[config.mk]
export PLATFORM = sky130hd
export DESIGN_NAME = window_median_min_max_top
export DESIGN_NICKNAME = d
export VERILOG_FILES = /design/src/hdl/wmm_pkg.sv /design/src/hdl/wmm_cell.sv /design/src/hdl/wmm_chain.sv /design/src/hdl/window_median_min_max_top.sv
export SDC_FILE = /design/constraint.sdc
export NUM_CORES = 1
export LEC_CHECK = 0
export ABC_AREA = 1
export BUFFER_PORTS_ARGS = -buffer_cell sky130_fd_sc_hd__buf_2
export CORE_UTILIZATION = 60
export DETAILED_ROUTE_END_ITERATION = 10
export PLACE_DENSITY = 0.84
export SYNTH_ARGS = -nofsm -noshare
export SYNTH_HDL_FRONTEND = slang
export SYNTH_HIERARCHICAL = 1
export SYNTH_SLANG_ARGS = --single-unit
[constraint.sdc]
create_clock -name clk -period 7 [get_ports clk]
set_input_delay 0.35 -clock clk [delete_from_list [all_inputs] [get_ports clk]]
set_output_delay 0.35 -clock clk [all_outputs]
set_load 0.01 [all_outputs]
[src/hdl/wmm_pkg.sv]
// Package for the window median/min/max block: widths, FSM state and cell control types.
package wmm_pkg;

    localparam int SAMPLE_W = 16;
    localparam int POS_W    = 4;
    localparam int OUT_W    = 56;

    typedef enum logic [0:0] {
        ST_LOAD,
        ST_SHIFT
    } state_t;

    typedef struct packed {
        logic insert;
        logic shift;
        logic clear;
    } cell_ctrl_t;

endpackage

[src/hdl/wmm_cell.sv]
// One insertion-sort cell: holds a sample, inserts by neighbor compare, shifts down on drain.
module wmm_cell (
    input  logic                              clk,
    input  logic                              rst_n,
    input  wmm_pkg::cell_ctrl_t               ctrl,
    input  logic [wmm_pkg::SAMPLE_W-1:0]      sample,
    input  logic [wmm_pkg::SAMPLE_W-1:0]      left_val,
    input  logic                              left_gt,
    input  logic                              left_valid,
    input  logic [wmm_pkg::SAMPLE_W-1:0]      right_val,
    output logic [wmm_pkg::SAMPLE_W-1:0]      val,
    output logic                              valid,
    output logic                              gt
);

    logic [wmm_pkg::SAMPLE_W-1:0] val_reg;
    logic [wmm_pkg::SAMPLE_W-1:0] val_next;
    logic                         valid_reg;
    logic                         valid_next;

    assign gt    = valid_reg && (val_reg > sample);
    assign val   = val_reg;
    assign valid = valid_reg;

    always_comb
    begin
        val_next   = val_reg;
        valid_next = valid_reg;
        if (ctrl.clear)
        begin
            valid_next = 1'b0;
        end
        else if (ctrl.shift)
        begin
            val_next = right_val;
        end
        else if (ctrl.insert)
        begin
            if (left_gt)
            begin
                val_next   = left_val;
                valid_next = 1'b1;
            end
            // only the first empty cell takes a sample that belongs at the end
            else if (gt || (!valid_reg && left_valid))
            begin
                val_next   = sample;
                valid_next = 1'b1;
            end
        end
    end

    always_ff @(posedge clk or negedge rst_n)
    begin
        if (!rst_n)
        begin
            valid_reg <= 1'b0;
        end
        else
        begin
            valid_reg <= valid_next;
        end
    end

    always_ff @(posedge clk)
    begin
        val_reg <= val_next;
    end

endmodule

[src/hdl/wmm_chain.sv]
// Row of sort cells keeping the window in ascending order, lowest value at cell 0.
module wmm_chain #(
    parameter int DEPTH = 12
) (
    input  logic                              clk,
    input  logic                              rst_n,
    input  wmm_pkg::cell_ctrl_t               ctrl,
    input  logic [wmm_pkg::SAMPLE_W-1:0]      sample,
    output logic [wmm_pkg::SAMPLE_W-1:0]      head0,
    output logic [wmm_pkg::SAMPLE_W-1:0]      head1,
    output logic [DEPTH-1:0]                  valid_vec
);

    logic [wmm_pkg::SAMPLE_W-1:0] val [DEPTH];
    logic [DEPTH-1:0]             gt;

    genvar i;
    generate
        for (i = 0; i < DEPTH; i++)
        begin : g_cell
            logic [wmm_pkg::SAMPLE_W-1:0] lv;
            logic                         lg;
            logic                         lvld;
            logic [wmm_pkg::SAMPLE_W-1:0] rv;

            if (i == 0)
            begin : g_first
                assign lv   = '0;
                assign lg   = 1'b0;
                assign lvld = 1'b1;
            end
            else
            begin : g_mid
                assign lv   = val[i-1];
                assign lg   = gt[i-1];
                assign lvld = valid_vec[i-1];
            end

            if (i == DEPTH-1)
            begin : g_end
                assign rv = '0;
            end
            else
            begin : g_inner
                assign rv = val[i+1];
            end

            wmm_cell u_cell (
                .clk        (clk),
                .rst_n      (rst_n),
                .ctrl       (ctrl),
                .sample     (sample),
                .left_val   (lv),
                .left_gt    (lg),
                .left_valid (lvld),
                .right_val  (rv),
                .val        (val[i]),
                .valid      (valid_vec[i]),
                .gt         (gt[i])
            );
        end
    endgenerate

    assign head0 = val[0];
    assign head1 = val[1];

endmodule

[src/hdl/window_median_min_max_top.sv]
// Top level: window statistics (median, min/max with positions) over a sort-cell chain.
// Non-closing beats: accepted one per cycle while s_tready is high, no result.
// Closing beat (tlast) of n samples: the chain shifts down until the median sits in cell 0
// (cells 0 and 1 for even n), then the result registers once the master side is free;
// s_tready stays low until the result registers. Next window flows while a result waits.
// Reset: async active low; clears fill count, cell valid bits, FSM and output valid.
module window_median_min_max_top #(
    parameter int WINDOW = 12
) (
    input  logic                          clk,
    input  logic                          rst_n,
    input  logic                          s_tvalid,
    output logic                          s_tready,
    input  logic [15:0]                   s_tdata,   // sample[15:0]
    input  logic                          s_tlast,   // last sample of window
    output logic                          m_tvalid,
    input  logic                          m_tready,
    output logic [wmm_pkg::OUT_W-1:0]     m_tdata    // median[15:0], min_sample[31:16],
                                                     // min_position[35:32], max_sample[51:36],
                                                     // max_position[55:52]
);

    localparam int CNT_W = $clog2(WINDOW + 1);
    localparam int SW    = wmm_pkg::SAMPLE_W;
    localparam int PW    = wmm_pkg::POS_W;

    wmm_pkg::state_t      state_reg, state_next;
    wmm_pkg::cell_ctrl_t  ctrl;

    logic [CNT_W-1:0] count_reg, count_next;
    logic [CNT_W-1:0] remain_reg, remain_next;
    logic             odd_reg, odd_next;
    logic [SW-1:0]    min_reg, min_next, max_reg, max_next;
    logic [PW-1:0]    minpos_reg, minpos_next, maxpos_reg, maxpos_next;
    logic             out_valid_reg, out_valid_next;
    logic [wmm_pkg::OUT_W-1:0] out_data_reg, out_data_next;

    logic [SW-1:0]     head0, head1;
    logic [WINDOW-1:0] valid_vec;
    logic              accept, take, finish;
    logic [CNT_W-1:0]  n_close;
    logic [SW:0]       pair_sum;
    logic [SW-1:0]     median;

    assign s_tready = (state_reg == wmm_pkg::ST_LOAD);
    assign accept   = s_tvalid && s_tready;
    assign take     = accept && (count_reg < CNT_W'(WINDOW));
    assign n_close  = count_reg + CNT_W'(take);
    assign finish   = (state_reg == wmm_pkg::ST_SHIFT) && (remain_reg == '0)
                      && (!out_valid_reg || m_tready);

    assign ctrl.insert = take;
    assign ctrl.shift  = (state_reg == wmm_pkg::ST_SHIFT) && (remain_reg != '0);
    assign ctrl.clear  = finish;

    assign pair_sum = {1'b0, head0} + {1'b0, head1};
    assign median   = odd_reg ? head0 : pair_sum[SW:1];

    wmm_chain #(
        .DEPTH (WINDOW)
    ) u_chain (
        .clk       (clk),
        .rst_n     (rst_n),
        .ctrl      (ctrl),
        .sample    (s_tdata),
        .head0     (head0),
        .head1     (head1),
        .valid_vec (valid_vec)
    );

    always_comb
    begin
        state_next     = state_reg;
        count_next     = count_reg;
        remain_next    = remain_reg;
        odd_next       = odd_reg;
        min_next       = min_reg;
        max_next       = max_reg;
        minpos_next    = minpos_reg;
        maxpos_next    = maxpos_reg;
        out_valid_next = out_valid_reg;
        out_data_next  = out_data_reg;

        if (out_valid_reg && m_tready)
        begin
            out_valid_next = 1'b0;
        end

        case (state_reg)
            wmm_pkg::ST_LOAD:
            begin
                if (take)
                begin
                    count_next = n_close;
                    if ((count_reg == '0) || (s_tdata <= min_reg))
                    begin
                        min_next    = s_tdata;
                        minpos_next = PW'(count_reg);
                    end
                    if ((count_reg == '0) || (s_tdata >= max_reg))
                    begin
                        max_next    = s_tdata;
                        maxpos_next = PW'(count_reg);
                    end
                end
                if (accept && s_tlast)
                begin
                    remain_next = (n_close - CNT_W'(1)) >> 1;
                    odd_next    = n_close[0];
                    state_next  = wmm_pkg::ST_SHIFT;
                end
            end
            wmm_pkg::ST_SHIFT:
            begin
                if (remain_reg != '0)
                begin
                    remain_next = remain_reg - CNT_W'(1);
                end
                else if (finish)
                begin
                    out_valid_next = 1'b1;
                    out_data_next  = {maxpos_reg, max_reg, minpos_reg, min_reg, median};
                    count_next     = '0;
                    state_next     = wmm_pkg::ST_LOAD;
                end
            end
            default:
            begin
                state_next = wmm_pkg::ST_LOAD;
            end
        endcase
    end

    always_ff @(posedge clk or negedge rst_n)
    begin
        if (!rst_n)
        begin
            state_reg     <= wmm_pkg::ST_LOAD;
            count_reg     <= '0;
            remain_reg    <= '0;
            out_valid_reg <= 1'b0;
        end
        else
        begin
            state_reg     <= state_next;
            count_reg     <= count_next;
            remain_reg    <= remain_next;
            out_valid_reg <= out_valid_next;
        end
    end

    always_ff @(posedge clk)
    begin
        odd_reg      <= odd_next;
        min_reg      <= min_next;
        max_reg      <= max_next;
        minpos_reg   <= minpos_next;
        maxpos_reg   <= maxpos_next;
        out_data_reg <= out_data_next;
    end

    assign m_tvalid = out_valid_reg;
    assign m_tdata  = out_data_reg;

`ifndef SYNTHESIS
    a_count_bound: assert property (@(posedge clk) disable iff (!rst_n)
        count_reg <= CNT_W'(WINDOW))
        else $error("fill count above window depth");

    a_cells_match_count: assert property (@(posedge clk) disable iff (!rst_n)
        (state_reg == wmm_pkg::ST_LOAD) |-> ($countones(valid_vec) == int'(count_reg)))
        else $error("occupied cells differ from fill count");

    a_close_to_shift: assert property (@(posedge clk) disable iff (!rst_n)
        (accept && s_tlast) |=> (state_reg == wmm_pkg::ST_SHIFT))
        else $error("closing beat did not start drain");

    a_finish_emits: assert property (@(posedge clk) disable iff (!rst_n)
        finish |=> (m_tvalid && (count_reg == '0) && (valid_vec == '0)))
        else $error("window close did not emit and clear");
`endif

endmodule
==> flow_metrics.tcl, run 1 <==
set metrics [dict create \
    status "complete, no violations" \
    crit_family "buffers and inverters" \
    grtUsageMet2 0.5580 \
    netlist_area_mm2 0.02160 \
    swShare 0.4667 \
    grtUsageTotal 0.3224 \
    cts-buffers-inserted 35 \
    fmax_ghz 0.2658 \
    numPortBuffers 78 \
    synthCells 2647 \
    ctsResizeCount 0 \
    p_leak_nw 11.39 \
    ys_warn_count 6 \
    critical_path_required_ps 7240 \
    dp.cells 3165 \
    largest_register_ffs 192 \
    clkTransAtPathRegs_ps 60 \
    vias_per_cell 5.932 \
    cp_max_fo 28 \
    final_util 0.6619 \
    p_comb_frac 0.498 \
    r2r_cells 16 \
    fin_tns_setup_ps 0 \
    rsz0062_at_grt "no" \
    finalMaxSlewViolations 0 \
    fin_cells 3230 \
    intPower_mw 6.327 \
    r2r_slack_ps 3250 \
    period_needed_ps 3762 \
    grt_pass1_wl_mm 93.68 \
    postCtsSetupRepairBufs 0 \
    maxCapViolCount 0 \
    num_rows 69 \
    detail-route-antenna-nets 0 \
    vias 19160 \
    min_period_over_period 0.5375 \
    fin_ws_ps 3238 \
    fin_skew_ps 10.48 \
    hold_ws_ps 37.48 \
    fillers 2792 \
    grt_util_met1 0.4000 \
    die_y_um 191.7 \
    hold_violations 0 \
    core_mm2 0.03548 \
    critPathLaunchType "primary input" \
    drt_wl_total_mm 58.68 \
    crit_path_frequent_cell "nand2_1" \
    crit_path_top_delay_cell "a21oi_1" \
    top_usage_layer "met2" \
    place_congestion 0.9288 \
    ctsRootBufferMaster "clkbuf_16" \
    cts_tree "yes" \
    pre_cts_ws_ps 2924 \
    grt.overflow.total 0 \
    start_util 0.6088 \
    die_area_mm2 0.03677 \
    relSlewSlack 0.2174 \
    clk_path_buf_depth 3 \
    grt_use_met3 0.04001 \
    drive_gt1_frac 0.1145 \
    die_w_um 191.7 \
    seq_area_mm2 0.009229 \
    avgSynthCellArea_um2 8.161 \
    antenna_found_initial 0 \
    dp_hpwl_mm 41.48 \
    switching_power_mw 5.537 \
    syn2layout_area_growth_pct 8.723 \
    first_global_vias 18890 \
    clk_latency_ps 530 \
    clock_sinks 311 \
    cp-end-kind "flip-flop" \
    drtPass1Iterations 9 \
    hp-class "primary input to flip-flop" \
    peakVddDrop_mv 0.3004 \
    crit_chain "buf_2 -> inv_1 -> ha_1 -> nand2_1 -> nor2_2 -> nand2_1 -> nand2_1 -> nand2_2 -> nand2_2 -> nand2_2 -> inv_1 -> inv_2 -> nand3_1 -> nand2_1 -> a21oi_1 -> buf_4" \
    worstPathArrival_ps 4000 \
    htreeDepth 2 \
    layout.nets 3008 \
    r2r_start "u_chain/g_cell[9].u_cell/val[3]" \
    multi_input_area_mm2 0.01049 \
    clkPwrFrac 0.148 \
    cp_slowest_stage_delay_ps 760 \
    wl_per_cell_um 18.17 \
    initialDrtViolationCount 1988 \
    tightest_slew_ps 1174 \
    antenna_cells 0 \
    power_density_mw_per_mm2 505.1 \
    io_pins 79 \
    power_frac_seq 0.353 \
    finalSetupViolCount 0 \
    r2r-end "u_chain/g_cell[10].u_cell/val[12]" \
    worstSetupPathType "primary input to flip-flop" \
    setup.worst_path.start "s_tdata[5]" \
    critPathCapture "u_chain/g_cell[10].u_cell/val[12]" \
    grt_max_degree 75 \
    critPathBufInv 5 \
    path_depth 16 \
    drt_drc_violations_left 0 \
]
-- stage by stage --
| step | power (mW) | instance area [µm²] |
|---|---|---|
| CTS | 11.71 | 23490 |
| detailed placement | 9.918 | 22420 |
| global route | 12.72 | 23490 |
| floorplan | 8.351 | 21720 |
| finish | 11.86 | 23490 |
| global placement | 9.582 | 22420 |
-- worst min path at each step --
| stage | start | to | slack, ps | cells past startpoint |
|---|---|---|---|---|
| final | m_tready | m_tvalid | 40 | 2 |
| after global routing | m_tready | m_tvalid | 90 | 2 |
| after CTS | m_tready | m_tvalid | 40 | 2 |
| after detailed placement | maxpos_reg[1] | m_tdata[53] | 400 | 0 |
| after global placement | maxpos_reg[0] | m_tdata[52] | 400 | 0 |
| after floorplan | rst_n | count_reg[0] | 50 | 0 |
-- power groups by stage --
stage               clock, mW  combinational, mW  sequential [mW]
floorplan                   0               4.52             3.83
global placement            0               5.41             4.18
detailed placement          0               5.72             4.20
CTS                      1.77               5.78             4.16
global route             1.84               6.63             4.25
finish                   1.76               5.91             4.19
-- per-layer routing --
metal  share of wire  up-vias
met5               0        -
met4           0.042        0
met3           0.084      199
met2            0.48     1065
met1            0.39     9000
li1                -     8897
-- final cells by class --
class                   count  share of cell area
clock buffers              51             0.04113
clock inverters            13            0.004049
well taps                 461             0.02456
inverters                 410             0.06643
multi-input cells        1882              0.4465
flip-flops and latches    311              0.3929
repair buffers            102             0.02440
-- placed cells by master, fill, tap and decap left out, types with 3 or more instances in the layout --
cell type    n
clkinv_2    17
dfrtp_1     22
buf_2       78
nor2_1     288
nor3_1       6
clkbuf_1    13
nand3_1     61
clkbuf_8     3
xor2_1       3
inv_1      346
edfxtp_1   289
inv_6        4
a21oi_2      3
conb_1      34
clkinv_1     6
nand2_1    556
o21bai_1     3
a21oi_1    508
nor2_4      15
clkbuf_16   35
o21ai_1     13
buf_4       23
a21o_1      12
ha_1       244
inv_2       49
nand2_2     64
nor2_2      24
o21ai_0     16
nand4_1     18
-- timing repair --
item                       CTS  global route
setup endpoints to repair    0             0
hold endpoints to repair    22             0
hold buffers                 1             0
No activity file was read; power rests on OpenSTA's default activity.
==> run 2, diff against run 1 <==
- CORE_UTILIZATION: 60 -> 57
- PLACE_DENSITY: 0.84 -> 0.83
- clock period: 7 -> 3.13 ns (I/O delays scaled with it)
==> flow_metrics.tcl, run 2 (same netlist as run 1, synthesis figures left out) <==
set metrics [dict create \
    status "complete, no violations" \
    drt_drc_violations_left 0 \
    r2r_start "u_chain/g_cell[5].u_cell/val[7]" \
    worst_hold_path.num_cells 5 \
    crit_path_frequent_cell "nand2_1" \
    ctsRootBufferMaster "clkbuf_16" \
    antenna_found_initial 1 \
    rsz0062_at_grt "no" \
    crit_path_top_delay_cell "edfxtp_1" \
    dp_hpwl_mm 43.55 \
    die_y_um 196.7 \
    clk_path_buf_depth 3 \
    total_power_mw 27.27 \
    syn2layout_area_growth_pct 11.69 \
    grtUsageTotal 0.3042 \
    largest_register_ffs 192 \
    placed_cell_area_mm2 0.02304 \
    first_global_vias 18860 \
    cp-end-kind "flip-flop" \
    hold_ws_ps 104.2 \
    clkTransAtPathRegs_ps 60 \
    final_cell_mix "nand2_1, a21oi_1, inv_1" \
    drt_wl_total_mm 58.96 \
    period_needed_ps 2634 \
    crit_chain "ha_1 -> nand2_1 -> nor2_2 -> nand2_1 -> nand2_1 -> nand2_2 -> nand2_2 -> nand2_2 -> inv_1 -> inv_2 -> nand3_1 -> nand2_1 -> a21oi_2 -> buf_4" \
    hp-class "primary input to flip-flop" \
    ctsResizeCount 0 \
    cts_tree "yes" \
    die_area_mm2 0.03868 \
    fin_skew_ps 20.75 \
    tightest_slew_ps 757.1 \
    cts-buffers-inserted 35 \
    clock_sinks 311 \
    critical_path_required_ps 3360 \
    vias_per_cell 5.797 \
    hold_violations 0 \
    r2r_slack_ps 500 \
    power_density_mw_per_mm2 1130 \
    initialDrtViolationCount 2394 \
    wl_per_cell_um 17.67 \
    worstPathArrival_ps 2870 \
    die_w_um 196.7 \
    layout_commonest_cell "nand2_1" \
    clk_latency_ps 540 \
    p_leak_nw 11.69 \
    io_pins 79 \
    cp_max_fo 10 \
    relSlewSlack 0.4953 \
    detail-route-antenna-nets 0 \
    core_mm2 0.03696 \
    finalMaxSlewViolations 0 \
    vias 19350 \
    grt_max_degree 74 \
    num_rows 70 \
    maxCapViolCount 0 \
    whs_endpoint "state_reg" \
    postCtsSetupRepairBufs 0 \
    grt.overflow.total 0 \
    antenna_cells 0 \
    final_util 0.6528 \
    place_congestion 0.9508 \
    drtPass1Iterations 6 \
    critPathLaunchType "flip-flop" \
    hp-start "s_tvalid" \
    finalSetupViolCount 0 \
    htreeDepth 2 \
    fmax_ghz 0.3797 \
    drive_gt1_frac 0.1423 \
    r2r-end "u_chain/g_cell[6].u_cell/val[5]" \
    fin_tns_setup_ps 0 \
    worstSetupPathType "flip-flop to flip-flop" \
    r2r_cells 14 \
    fin_area_mm2 0.02413 \
    peakVddDrop_mv 0.4677 \
    numPortBuffers 78 \
    start_util 0.5845 \
    layout.nets 3074 \
    cts_hold_buf 3 \
    min_period_over_period 0.8414 \
    grt_pass1_wl_mm 94.15 \
    cp_slowest_stage_delay_ps 450 \
]
==> run 2: per-layer routing <==
| metal | share of wire | global-route usage |
|---|---|---|
| met3 | 0.10 | 0.04500 |
| met2 | 0.46 | 0.4942 |
| met1 | 0.40 | 0.4132 |
| met4 | 0.029 | 0.1134 |
| met5 | 0 | 0 |
==> run 2: how the worst max path moves through the flow <==
stage | end | start | depth (start not counted)
floorplan | u_chain/g_cell[10].u_cell/val[0] | remain_reg[1] | 7
global placement | u_chain/g_cell[10].u_cell/val[8] | s_tdata[15] | 15
detailed placement | u_chain/g_cell[6].u_cell/val[11] | s_tdata[15] | 15
CTS | u_chain/g_cell[6].u_cell/val[5] | u_chain/g_cell[5].u_cell/val[7] | 14
global route | u_chain/g_cell[5].u_cell/val[9] | u_chain/g_cell[4].u_cell/val[7] | 14
finish | u_chain/g_cell[6].u_cell/val[5] | u_chain/g_cell[5].u_cell/val[7] | 14
==> run 2: metrics by stage <==
step / setup slack (ps) / instances
after global placement: 498.7 / 3272
after detailed placement: 302.9 / 3272
after CTS: 565.8 / 3337
final: 496.3 / 3337
after floorplan: -197.4 / 2679
after global routing: 376.1 / 3337
==> run 2: worst max-delay path: cells and delay by family, from the launching register on <==
kind | cells | cell delay, ps
simple gates | 9 | 810
fa+ha+maj | 1 | 330
flops | 1 | 450
compound gates | 1 | 190
buf+inv | 3 | 550
==> run 2: power by group <==
group	total, mW	switching, mW	internal (mW)
registers	9.19	1.68	7.51
clock network	3.90	1.76	2.14
logic	14.2	9.27	4.91
total	27.3	12.7	14.6
==> run 2: area by class of cell <==
cell class                 instances  area (µm²)
sequential                       311        9229
inverter                         410        1563
tap                              504       630.6
multi-input combinational       1882       10540
fill                            2913       12830
clock inverter                    27       176.4
clock buffer                      35       875.8
timing repair buffer             168        1111
